**config.mk**
```make
export PLATFORM = sky130hd
export DESIGN_NAME = interval_set_union_table_unit
export DESIGN_NICKNAME = d
export VERILOG_FILES = /design/src/isu_pkg.sv /design/src/isu_front.sv /design/src/isu_back.sv /design/src/interval_set_union_table_unit.sv
export SDC_FILE = /design/constraint.sdc
export NUM_CORES = 2
export LEC_CHECK = 0
export BUFFER_PORTS_ARGS = -buffer_cell sky130_fd_sc_hd__buf_4
export CAP_MARGIN = 10
export CELL_PAD_IN_SITES_DETAIL_PLACEMENT = 1
export CELL_PAD_IN_SITES_GLOBAL_PLACEMENT = 1
export CORE_ASPECT_RATIO = 1.25
export CORE_MARGIN = 4
export CORE_UTILIZATION = 51
export DETAILED_ROUTE_END_ITERATION = 16
export PLACE_DENSITY_LB_ADDON = 0.15
export SYNTH_ARGS = -nofsm -noshare
export SYNTH_HDL_FRONTEND = slang
export SYNTH_SLANG_ARGS = --single-unit
```
**constraint.sdc**
```tcl
create_clock -name i_clk -period 5.9 [get_ports i_clk]
set_input_delay 0.295 -clock i_clk [delete_from_list [all_inputs] [get_ports i_clk]]
set_output_delay 0.295 -clock i_clk [all_outputs]
set_load 0.01 [all_outputs]
```
**src/isu_pkg.sv**
```systemverilog
// Shared types and codes for the interval set union table.
`default_nettype none
package isu_pkg;

    localparam logic [1:0] CMD_CLEAR = 2'd0;
    localparam logic [1:0] CMD_ADD   = 2'd1;
    localparam logic [1:0] CMD_CHECK = 2'd2;
    localparam logic [1:0] CMD_COUNT = 2'd3;

    localparam logic [1:0] STATUS_DONE     = 2'd0;
    localparam logic [1:0] STATUS_FULL     = 2'd1;
    localparam logic [1:0] STATUS_REVERSED = 2'd2;

    localparam int IN_BYTES_BITS  = 72;
    localparam int OUT_BYTES_BITS = 48;
    localparam int TOTAL_BITS     = 33;
    localparam int ENTRY_OUT_BITS = 5;

    typedef enum logic [2:0] {
        OP_CLEAR,
        OP_ADD,
        OP_REVERSED,
        OP_CHECK,
        OP_COUNT
    } t_op;

    typedef enum logic [3:0] {
        ST_IDLE,
        ST_LO_RD,
        ST_LO_USE,
        ST_HI_RD,
        ST_HI_USE,
        ST_RESOLVE,
        ST_INS_RD,
        ST_INS_WR,
        ST_MRG_WR,
        ST_CMP_RD,
        ST_CMP_WR,
        ST_CHK_RD,
        ST_CHK_USE,
        ST_SUM_RD,
        ST_SUM_USE,
        ST_DONE
    } t_state;

endpackage
`default_nettype wire

```
**src/isu_front.sv**
```systemverilog
// Front end: accepts requests, classifies them and queues them for the back end.
`default_nettype none
module isu_front #(
    parameter int VALUE_BITS = 32
) (
    input  wire                                  i_clk,
    input  wire                                  i_rst_n,
    input  wire                                  s_axis_tvalid,
    output logic                                 s_axis_tready,
    input  wire  [isu_pkg::IN_BYTES_BITS-1:0]    s_axis_tdata,
    input  wire                                  i_pop,
    output logic                                 o_valid,
    output isu_pkg::t_op                         o_op,
    output logic [VALUE_BITS-1:0]                o_first,
    output logic [VALUE_BITS-1:0]                o_last
);
    localparam int IW = (VALUE_BITS > 32) ? VALUE_BITS : 32;

    logic [IW-1:0]         w_a_ext;
    logic [IW-1:0]         w_b_ext;
    logic [VALUE_BITS-1:0] w_a;
    logic [VALUE_BITS-1:0] w_b;
    isu_pkg::t_op          w_op;
    logic                  w_push;

    isu_pkg::t_op          r_op [2];
    logic [VALUE_BITS-1:0] r_a [2];
    logic [VALUE_BITS-1:0] r_b [2];
    logic                  r_wp;
    logic                  r_rp;
    logic [1:0]            r_cnt;

    assign w_a_ext = IW'(s_axis_tdata[33:2]);
    assign w_b_ext = IW'(s_axis_tdata[65:34]);
    assign w_a = w_a_ext[VALUE_BITS-1:0];
    assign w_b = w_b_ext[VALUE_BITS-1:0];

    always_comb begin
        case (s_axis_tdata[1:0])
            isu_pkg::CMD_CLEAR: w_op = isu_pkg::OP_CLEAR;
            isu_pkg::CMD_ADD:   w_op = (w_a > w_b) ? isu_pkg::OP_REVERSED : isu_pkg::OP_ADD;
            isu_pkg::CMD_CHECK: w_op = isu_pkg::OP_CHECK;
            default:            w_op = isu_pkg::OP_COUNT;
        endcase
    end

    assign s_axis_tready = (r_cnt != 2'd2);
    assign w_push = s_axis_tvalid && s_axis_tready;
    assign o_valid = (r_cnt != 2'd0);
    assign o_op = r_op[r_rp];
    assign o_first = r_a[r_rp];
    assign o_last = r_b[r_rp];

    always_ff @(posedge i_clk) begin
        if (w_push) begin
            r_op[r_wp] <= w_op;
            r_a[r_wp] <= w_a;
            r_b[r_wp] <= w_b;
        end
    end

    always_ff @(posedge i_clk) begin
        if (!i_rst_n) begin
            r_wp <= 1'b0;
            r_rp <= 1'b0;
            r_cnt <= 2'd0;
        end else begin
            if (w_push) begin
                r_wp <= ~r_wp;
            end
            if (i_pop) begin
                r_rp <= ~r_rp;
            end
            r_cnt <= r_cnt + 2'(w_push) - 2'(i_pop);
        end
    end
endmodule
`default_nettype wire

```
**src/isu_back.sv**
```systemverilog
// Back end: walks the interval memory to carry out each queued request.
`default_nettype none
module isu_back #(
    parameter int MAX_INTERVALS = 16,
    parameter int VALUE_BITS    = 32
) (
    input  wire                                  i_clk,
    input  wire                                  i_rst_n,
    input  wire                                  i_valid,
    input  isu_pkg::t_op                         i_op,
    input  wire  [VALUE_BITS-1:0]                i_first,
    input  wire  [VALUE_BITS-1:0]                i_last,
    output logic                                 o_pop,
    output logic                                 m_axis_tvalid,
    input  wire                                  m_axis_tready,
    output logic [isu_pkg::OUT_BYTES_BITS-1:0]   m_axis_tdata
);
    localparam int IB = (MAX_INTERVALS > 1) ? $clog2(MAX_INTERVALS) : 1;
    localparam int CB = $clog2(MAX_INTERVALS + 1);
    localparam int VB = VALUE_BITS;
    localparam int SW = (VB + 1 > isu_pkg::TOTAL_BITS) ? VB + 1 : isu_pkg::TOTAL_BITS;
    localparam int EW = (CB > isu_pkg::ENTRY_OUT_BITS) ? CB : isu_pkg::ENTRY_OUT_BITS;

    logic [2*VB-1:0] mem [MAX_INTERVALS];
    logic [2*VB-1:0] r_rdata;

    isu_pkg::t_state r_st, n_st;
    logic [VB-1:0]   r_a, n_a, r_b, n_b, r_s_lo, n_s_lo, r_e_last, n_e_last;
    logic [CB-1:0]   r_n, n_n, r_idx, n_idx, r_lo, n_lo, r_hi, n_hi, r_dst, n_dst;
    logic            r_member, n_member;
    logic [isu_pkg::TOTAL_BITS-1:0] r_total, n_total;
    logic [1:0]      r_status, n_status;
    logic            r_ov;
    logic [isu_pkg::OUT_BYTES_BITS-1:0] r_out;
    logic            w_load;

    logic            w_we;
    logic [CB-1:0]   w_wa;
    logic [2*VB-1:0] w_wd;
    logic [CB-1:0]   w_ra;
    logic [VB-1:0]   w_start, w_end;
    logic [SW-1:0]   w_len;
    logic [EW-1:0]   w_n_ext;

    assign w_start = r_rdata[2*VB-1:VB];
    assign w_end = r_rdata[VB-1:0];
    assign w_len = SW'(w_end) - SW'(w_start) + SW'(1);
    assign w_ra = (r_st == isu_pkg::ST_INS_RD) ? r_idx - CB'(1) : r_idx;

    always_ff @(posedge i_clk) begin
        if (w_we) begin
            mem[w_wa[IB-1:0]] <= w_wd;
        end
        r_rdata <= mem[w_ra[IB-1:0]];
    end

    always_comb begin
        n_st = r_st;
        n_a = r_a;
        n_b = r_b;
        n_s_lo = r_s_lo;
        n_e_last = r_e_last;
        n_n = r_n;
        n_idx = r_idx;
        n_lo = r_lo;
        n_hi = r_hi;
        n_dst = r_dst;
        n_member = r_member;
        n_total = r_total;
        n_status = r_status;
        o_pop = 1'b0;
        w_we = 1'b0;
        w_wa = r_idx;
        w_wd = r_rdata;
        w_load = 1'b0;
        case (r_st)
            isu_pkg::ST_IDLE: begin
                if (i_valid) begin
                    o_pop = 1'b1;
                    n_a = i_first;
                    n_b = i_last;
                    n_idx = '0;
                    n_member = 1'b0;
                    n_total = '0;
                    n_status = isu_pkg::STATUS_DONE;
                    case (i_op)
                        isu_pkg::OP_CLEAR: begin
                            n_n = '0;
                            n_st = isu_pkg::ST_DONE;
                        end
                        isu_pkg::OP_REVERSED: begin
                            n_status = isu_pkg::STATUS_REVERSED;
                            n_st = isu_pkg::ST_DONE;
                        end
                        isu_pkg::OP_ADD:   n_st = isu_pkg::ST_LO_RD;
                        isu_pkg::OP_CHECK: n_st = isu_pkg::ST_CHK_RD;
                        default:           n_st = isu_pkg::ST_SUM_RD;
                    endcase
                end
            end
            isu_pkg::ST_LO_RD: begin
                if (r_idx == r_n) begin
                    n_lo = r_n;
                    n_st = isu_pkg::ST_RESOLVE;
                end else begin
                    n_st = isu_pkg::ST_LO_USE;
                end
            end
            isu_pkg::ST_LO_USE: begin
                if ({1'b0, w_end} + (VB+1)'(1) < {1'b0, r_a}) begin
                    n_idx = r_idx + CB'(1);
                    n_st = isu_pkg::ST_LO_RD;
                end else begin
                    n_lo = r_idx;
                    n_st = isu_pkg::ST_HI_USE;
                end
            end
            isu_pkg::ST_HI_RD: begin
                if (r_idx == r_n) begin
                    n_st = isu_pkg::ST_RESOLVE;
                end else begin
                    n_st = isu_pkg::ST_HI_USE;
                end
            end
            isu_pkg::ST_HI_USE: begin
                if ({1'b0, w_start} <= {1'b0, r_b} + (VB+1)'(1)) begin
                    if (r_idx == r_lo) begin
                        n_s_lo = w_start;
                    end
                    n_e_last = w_end;
                    n_idx = r_idx + CB'(1);
                    n_st = isu_pkg::ST_HI_RD;
                end else begin
                    n_st = isu_pkg::ST_RESOLVE;
                end
            end
            isu_pkg::ST_RESOLVE: begin
                if (r_idx == r_lo) begin
                    if (r_n == CB'(MAX_INTERVALS)) begin
                        n_status = isu_pkg::STATUS_FULL;
                        n_st = isu_pkg::ST_DONE;
                    end else begin
                        n_idx = r_n;
                        n_st = isu_pkg::ST_INS_RD;
                    end
                end else begin
                    n_hi = r_idx;
                    n_st = isu_pkg::ST_MRG_WR;
                end
            end
            isu_pkg::ST_INS_RD: begin
                if (r_idx == r_lo) begin
                    w_we = 1'b1;
                    w_wa = r_lo;
                    w_wd = {r_a, r_b};
                    n_n = r_n + CB'(1);
                    n_st = isu_pkg::ST_DONE;
                end else begin
                    n_st = isu_pkg::ST_INS_WR;
                end
            end
            isu_pkg::ST_INS_WR: begin
                w_we = 1'b1;
                w_wa = r_idx;
                n_idx = r_idx - CB'(1);
                n_st = isu_pkg::ST_INS_RD;
            end
            isu_pkg::ST_MRG_WR: begin
                w_we = 1'b1;
                w_wa = r_lo;
                w_wd = {(r_s_lo < r_a) ? r_s_lo : r_a, (r_e_last > r_b) ? r_e_last : r_b};
                n_dst = r_lo + CB'(1);
                n_idx = r_hi;
                n_st = isu_pkg::ST_CMP_RD;
            end
            isu_pkg::ST_CMP_RD: begin
                if (r_idx == r_n) begin
                    n_n = r_dst;
                    n_st = isu_pkg::ST_DONE;
                end else begin
                    n_st = isu_pkg::ST_CMP_WR;
                end
            end
            isu_pkg::ST_CMP_WR: begin
                w_we = 1'b1;
                w_wa = r_dst;
                n_dst = r_dst + CB'(1);
                n_idx = r_idx + CB'(1);
                n_st = isu_pkg::ST_CMP_RD;
            end
            isu_pkg::ST_CHK_RD: begin
                n_st = (r_idx == r_n) ? isu_pkg::ST_DONE : isu_pkg::ST_CHK_USE;
            end
            isu_pkg::ST_CHK_USE: begin
                if (r_a >= w_start && r_a <= w_end) begin
                    n_member = 1'b1;
                    n_st = isu_pkg::ST_DONE;
                end else begin
                    n_idx = r_idx + CB'(1);
                    n_st = isu_pkg::ST_CHK_RD;
                end
            end
            isu_pkg::ST_SUM_RD: begin
                n_st = (r_idx == r_n) ? isu_pkg::ST_DONE : isu_pkg::ST_SUM_USE;
            end
            isu_pkg::ST_SUM_USE: begin
                n_total = r_total + w_len[isu_pkg::TOTAL_BITS-1:0];
                n_idx = r_idx + CB'(1);
                n_st = isu_pkg::ST_SUM_RD;
            end
            isu_pkg::ST_DONE: begin
                if (!r_ov || m_axis_tready) begin
                    w_load = 1'b1;
                    n_st = isu_pkg::ST_IDLE;
                end
            end
            default: n_st = isu_pkg::ST_IDLE;
        endcase
    end

    assign w_n_ext = EW'(r_n);

    always_ff @(posedge i_clk) begin
        r_a <= n_a;
        r_b <= n_b;
        r_s_lo <= n_s_lo;
        r_e_last <= n_e_last;
        r_idx <= n_idx;
        r_lo <= n_lo;
        r_hi <= n_hi;
        r_dst <= n_dst;
        r_member <= n_member;
        r_total <= n_total;
        r_status <= n_status;
        if (w_load) begin
            r_out <= {7'd0, w_n_ext[isu_pkg::ENTRY_OUT_BITS-1:0], r_total, r_member, r_status};
        end
    end

    always_ff @(posedge i_clk) begin
        if (!i_rst_n) begin
            r_st <= isu_pkg::ST_IDLE;
            r_n <= '0;
            r_ov <= 1'b0;
        end else begin
            r_st <= n_st;
            r_n <= n_n;
            if (w_load) begin
                r_ov <= 1'b1;
            end else if (m_axis_tready) begin
                r_ov <= 1'b0;
            end
        end
    end

    assign m_axis_tvalid = r_ov;
    assign m_axis_tdata = r_out;
endmodule
`default_nettype wire

```
**src/interval_set_union_table_unit.sv**
```systemverilog
// Clear and reversed add go straight to the result; check and count walk the stored intervals.
// Add scans for the overlap, then inserts by shifting entries up or merges and compacts.
// Throughput is one request at a time in the back end; each entry visit takes a registered
// memory read and a use step. A two-entry queue accepts requests while the back end is busy.
// Synchronous active-low reset empties the table and the queue; the memory is not cleared.
`default_nettype none
module interval_set_union_table_unit #(
    parameter int MAX_INTERVALS = 16,
    parameter int VALUE_BITS    = 32
) (
    input  wire         i_clk,
    input  wire         i_rst_n,
    input  wire         s_axis_tvalid,
    output logic        s_axis_tready,
    input  wire  [71:0] s_axis_tdata,   // command[1:0], first_value[33:2], last_value[65:34]
    output logic        m_axis_tvalid,
    input  wire         m_axis_tready,
    output logic [47:0] m_axis_tdata    // status[1:0], is_member[2], covered_total[35:3],
                                        // entries_used[40:36]
);
    logic                  w_valid;
    logic                  w_pop;
    isu_pkg::t_op          w_op;
    logic [VALUE_BITS-1:0] w_first;
    logic [VALUE_BITS-1:0] w_last;

    isu_front #(
        .VALUE_BITS(VALUE_BITS)
    ) u_front (
        .i_clk(i_clk),
        .i_rst_n(i_rst_n),
        .s_axis_tvalid(s_axis_tvalid),
        .s_axis_tready(s_axis_tready),
        .s_axis_tdata(s_axis_tdata),
        .i_pop(w_pop),
        .o_valid(w_valid),
        .o_op(w_op),
        .o_first(w_first),
        .o_last(w_last)
    );

    isu_back #(
        .MAX_INTERVALS(MAX_INTERVALS),
        .VALUE_BITS(VALUE_BITS)
    ) u_back (
        .i_clk(i_clk),
        .i_rst_n(i_rst_n),
        .i_valid(w_valid),
        .i_op(w_op),
        .i_first(w_first),
        .i_last(w_last),
        .o_pop(w_pop),
        .m_axis_tvalid(m_axis_tvalid),
        .m_axis_tready(m_axis_tready),
        .m_axis_tdata(m_axis_tdata)
    );
endmodule
`default_nettype wire
```
==> impl_metrics.ini <==
[clock_tree]
cts.sinks = 1462
clock_latency_ns = 0.78
tritoncts = yes
cts.repair.resized = 0
root_buffer = clkbuf_16
clk_pin_slew_ns = 0.06
clk_path_buf_depth = 3
postCtsSetupBuffers = 0
cts_buffers = 144
htreeDepth = 4

[global_routing]
antenna_found_initial = 9
grt_pass1_wl_mm = 251
grt_max_degree = 84
overflow = 0
grtUsageTotal = 0.267
grt_pass1_vias = 37500

[routing]
ant_nets = 0
drt_iter0_drc = 3133
vias = 34600
wirelength_mm = 171
drc_errors = 0
routedWlPerCell_um = 30.4
vias_per_cell = 6.15
dr.pass1.iters = 6

[setup_path]
critPathArrivalTime_ns = 5.69
max_stage_delay_ns = 0.60
critPathCapture = u_back.r_e_last[21]
setup.worst_path.start = u_back.r_b[2]
cp_slowest_cell = or3_2
ff2ff_setup_slack_ns = 0.72
setup.worst_path.class = register to register
r2r-end = u_back.r_e_last[21]
critPathTopFamily = simple AND/OR/NAND/NOR gates
crit_path_max_fanout = 32
critPathCaptureType = register
path_buf_inv = 2
rr_worst_depth = 17
required_ns = 6.41
crit_path_cell_trace = nand3_1 > nor3_1 > nand4_1 > nor2_1 > nand2_1 > or3_1 > nor3_1 > xnor2_1 > ha_1 > nand4_1 > or2_2 > nor4_1 > a211oi_1 > or3_2 > nand3_1 > inv_1 > buf_12
startpoint_type = register
crit_cells = 17
worstReg2RegStart = u_back.r_b[2]

[timing]
worst_pin_slew_ns = 1.20
setup_viol = 0
max_freq_mhz = 193
fin_worst_skew_ns = 0.0186
final.setup.tns_ns = 0
slew_headroom = 0.201
hold_violations = 0
rsz0062_at_grt = false
fin_crit_ns = 5.18
min_period_over_period = 0.878
slew_violations = 0

[placement]
place_area_um2 = 66500
port_buffers = 112
gp_congestion = 0.882
hpwlAfterDp_mm = 110

[status]
status = complete, no violations

[synthesis]
synth_seq_cells = 1462
async_reset_ff_frac = 0
synthFlopType = edfxtp_1
synth_area_um2 = 63300
syn_area_per_cell_um2 = 17.5
yosysWarnings = 0
yosysUniqueCellTypes = 78
synth_edf_count = 1383
syn_inst = 3629
ys_seq_area_frac = 0.681

[run]
maxCapViolations = 0

[floorplanning]
ios = 126
num_rows = 144
core_um2 = 123000
die_h_um = 402
dieArea_um2 = 130000
start_util = 0.514
die_w_um = 323

[layout]
stdcell_area_um2 = 72000
layout.nets = 4279
area_growth_pct = 13.6
drive_gt1_frac = 0.206

[worst_hold_path]
hold_path.class = input pin to register
hold_depth = 2

[pwr]
max-vdd-ir-drop_v = 0.000376
cellLeakagePower_uw = 0.0252
cellPowerDensity_nw_per_um2 = 576
[logic make-up (layout without fill, tap and decap cells)]
logic type | after synthesis | after routing | share of synthesized area
other cells | 1 | 8 | 0.0000592
compound gates | 424 | 424 | 0.0467
mux | 392 | 392 | 0.126
simple gates | 531 | 531 | 0.0407
buf+inv | 413 | 800 | 0.0275
flops | 1462 | 1462 | 0.681
fa+ha+maj | 298 | 298 | 0.0627
xor+xnor | 108 | 108 | 0.0152
[per-stage QoR]
step | cells | setup slack, ns | total power (µW) | hold WS (ns) | util
after floorplan | 3635 | 0.684 | 26500 | 0.394 | -
after global placement | 5295 | 0.592 | 31400 | 0.410 | 0.540
after detailed placement | 5295 | 0.627 | 32200 | 0.410 | 0.540
after CTS | 5628 | 0.588 | 41700 | 0.219 | 0.584
after global routing | 5628 | 0.375 | 43800 | 0.237 | 0.584
final | 5629 | 0.720 | 41500 | 0.275 | 0.584
[per-layer routing]
| metal | vias to the layer above | routed length (µm) | GRT usage |
|---|---|---|---|
| li1 | 14900 | - | - |
| met1 | 18300 | 69800 | 0.364 |
| met2 | 1202 | 83500 | 0.438 |
| met3 | 269 | 11800 | 0.0475 |
| met4 | 2 | 6100 | 0.0961 |
| met5 | - | 13 | 0 |
[state kept, by name, indices dropped and copies added, names as in the netlist, 4 cells and up, named ones only]
register	cells
u_back.r_b	32
u_front.r_b	64
u_back.mem	1024
u_front.r_a	64
u_back.r_st	4
u_front.r_op	6
u_back.r_hi	5
u_back.r_e_last	32
u_back.m_axis_tdata	41
u_back.r_dst	5
u_back.r_rdata	64
u_back.r_n	5
u_back.r_s_lo	32
u_back.r_total	33
u_back.r_a	32
u_back.r_idx	5
u_back.r_lo	5
[worst min-delay path by stage]
| stage | start | to | slack (ns) |
|---|---|---|---|
| 4_1_cts | s_axis_tdata[26] | u_front.r_a[0][24] | 0.22 |
| 6_report | s_axis_tdata[52] | u_front.r_b[1][18] | 0.27 |
| 2_1_floorplan | s_axis_tdata[2] | u_front.r_a[0][0] | 0.39 |
| 3_3_place_gp | u_back.r_status[0] | u_back.m_axis_tdata[0] | 0.41 |
| 5_1_grt | s_axis_tdata[27] | u_front.r_a[0][25] | 0.24 |
| 3_5_place_dp | u_back.r_status[1] | u_back.m_axis_tdata[1] | 0.41 |
[where the power goes]
part           internal (µW)  leakage [µW]  switching [µW]
Clock                   5380       0.00230            3950
Combinational           6420       0.00965            9910
Sequential             14600        0.0132            1240
Total                  26400        0.0252           15100
[repair_timing]
action                     4_1_cts  5_1_grt
setup endpoints to repair        0        0
hold buffers                    70        0
hold endpoints to repair       150        0
[synth_stat cells (all sizes together), types with 67 or more instances]
cell type	n	share of area
a21oi	113	0.0089
a221o	69	0.011
dfxtp	79	0.025
edfxtp	1383	0.66
ha	266	0.053
inv	286	0.017
mux2	67	0.012
mux4	320	0.11
nand2	96	0.0057
nor2	200	0.012
o21ai	73	0.0058
xnor2	81	0.011
[worst reg2reg max path: cells and delay by family, from the launching register on]
family                   cells  cell delay [ns]
adder cells (fa/ha/maj)      1             0.30
AND/OR/NAND/NOR             12             3.53
XOR/XNOR                     1             0.10
flip-flops                   1             0.52
AO/OA/AOI/OAI                1             0.12
buffers and inverters        2             0.32
[area by class of cell]
class / count / area [µm²]
fill: 10900 / 51300
sequential: 1462 / 43100
multi-input combinational: 1760 / 18700
clock buffer: 187 / 3870
timing repair buffer: 250 / 2290
tap: 1606 / 2010
inverter: 287 / 1080
clock inverter: 76 / 911
antenna: 1 / 2.50
[layout by cell type, fill, tap and decap left out, types with 20 or more instances in the layout]
cell type      count
edfxtp_1        1383
nor2b_1           20
a21oi_1          112
nor2_1           180
inv_1            285
a221o_1           68
nand2_1           95
clkinv_2          20
fa_1              32
buf_4            161
ha_1             266
clkbuf_16        147
nor3_1            44
xnor2_1           79
a21o_1            54
nand3_1           41
nand4_1           52
dlygate4sd3_1     70
o21ai_0           69
mux4_2           320
xor2_1            26
mux2_2            67
clkbuf_1          36
dfxtp_1           78
Power figures use the tool's default switching activity.
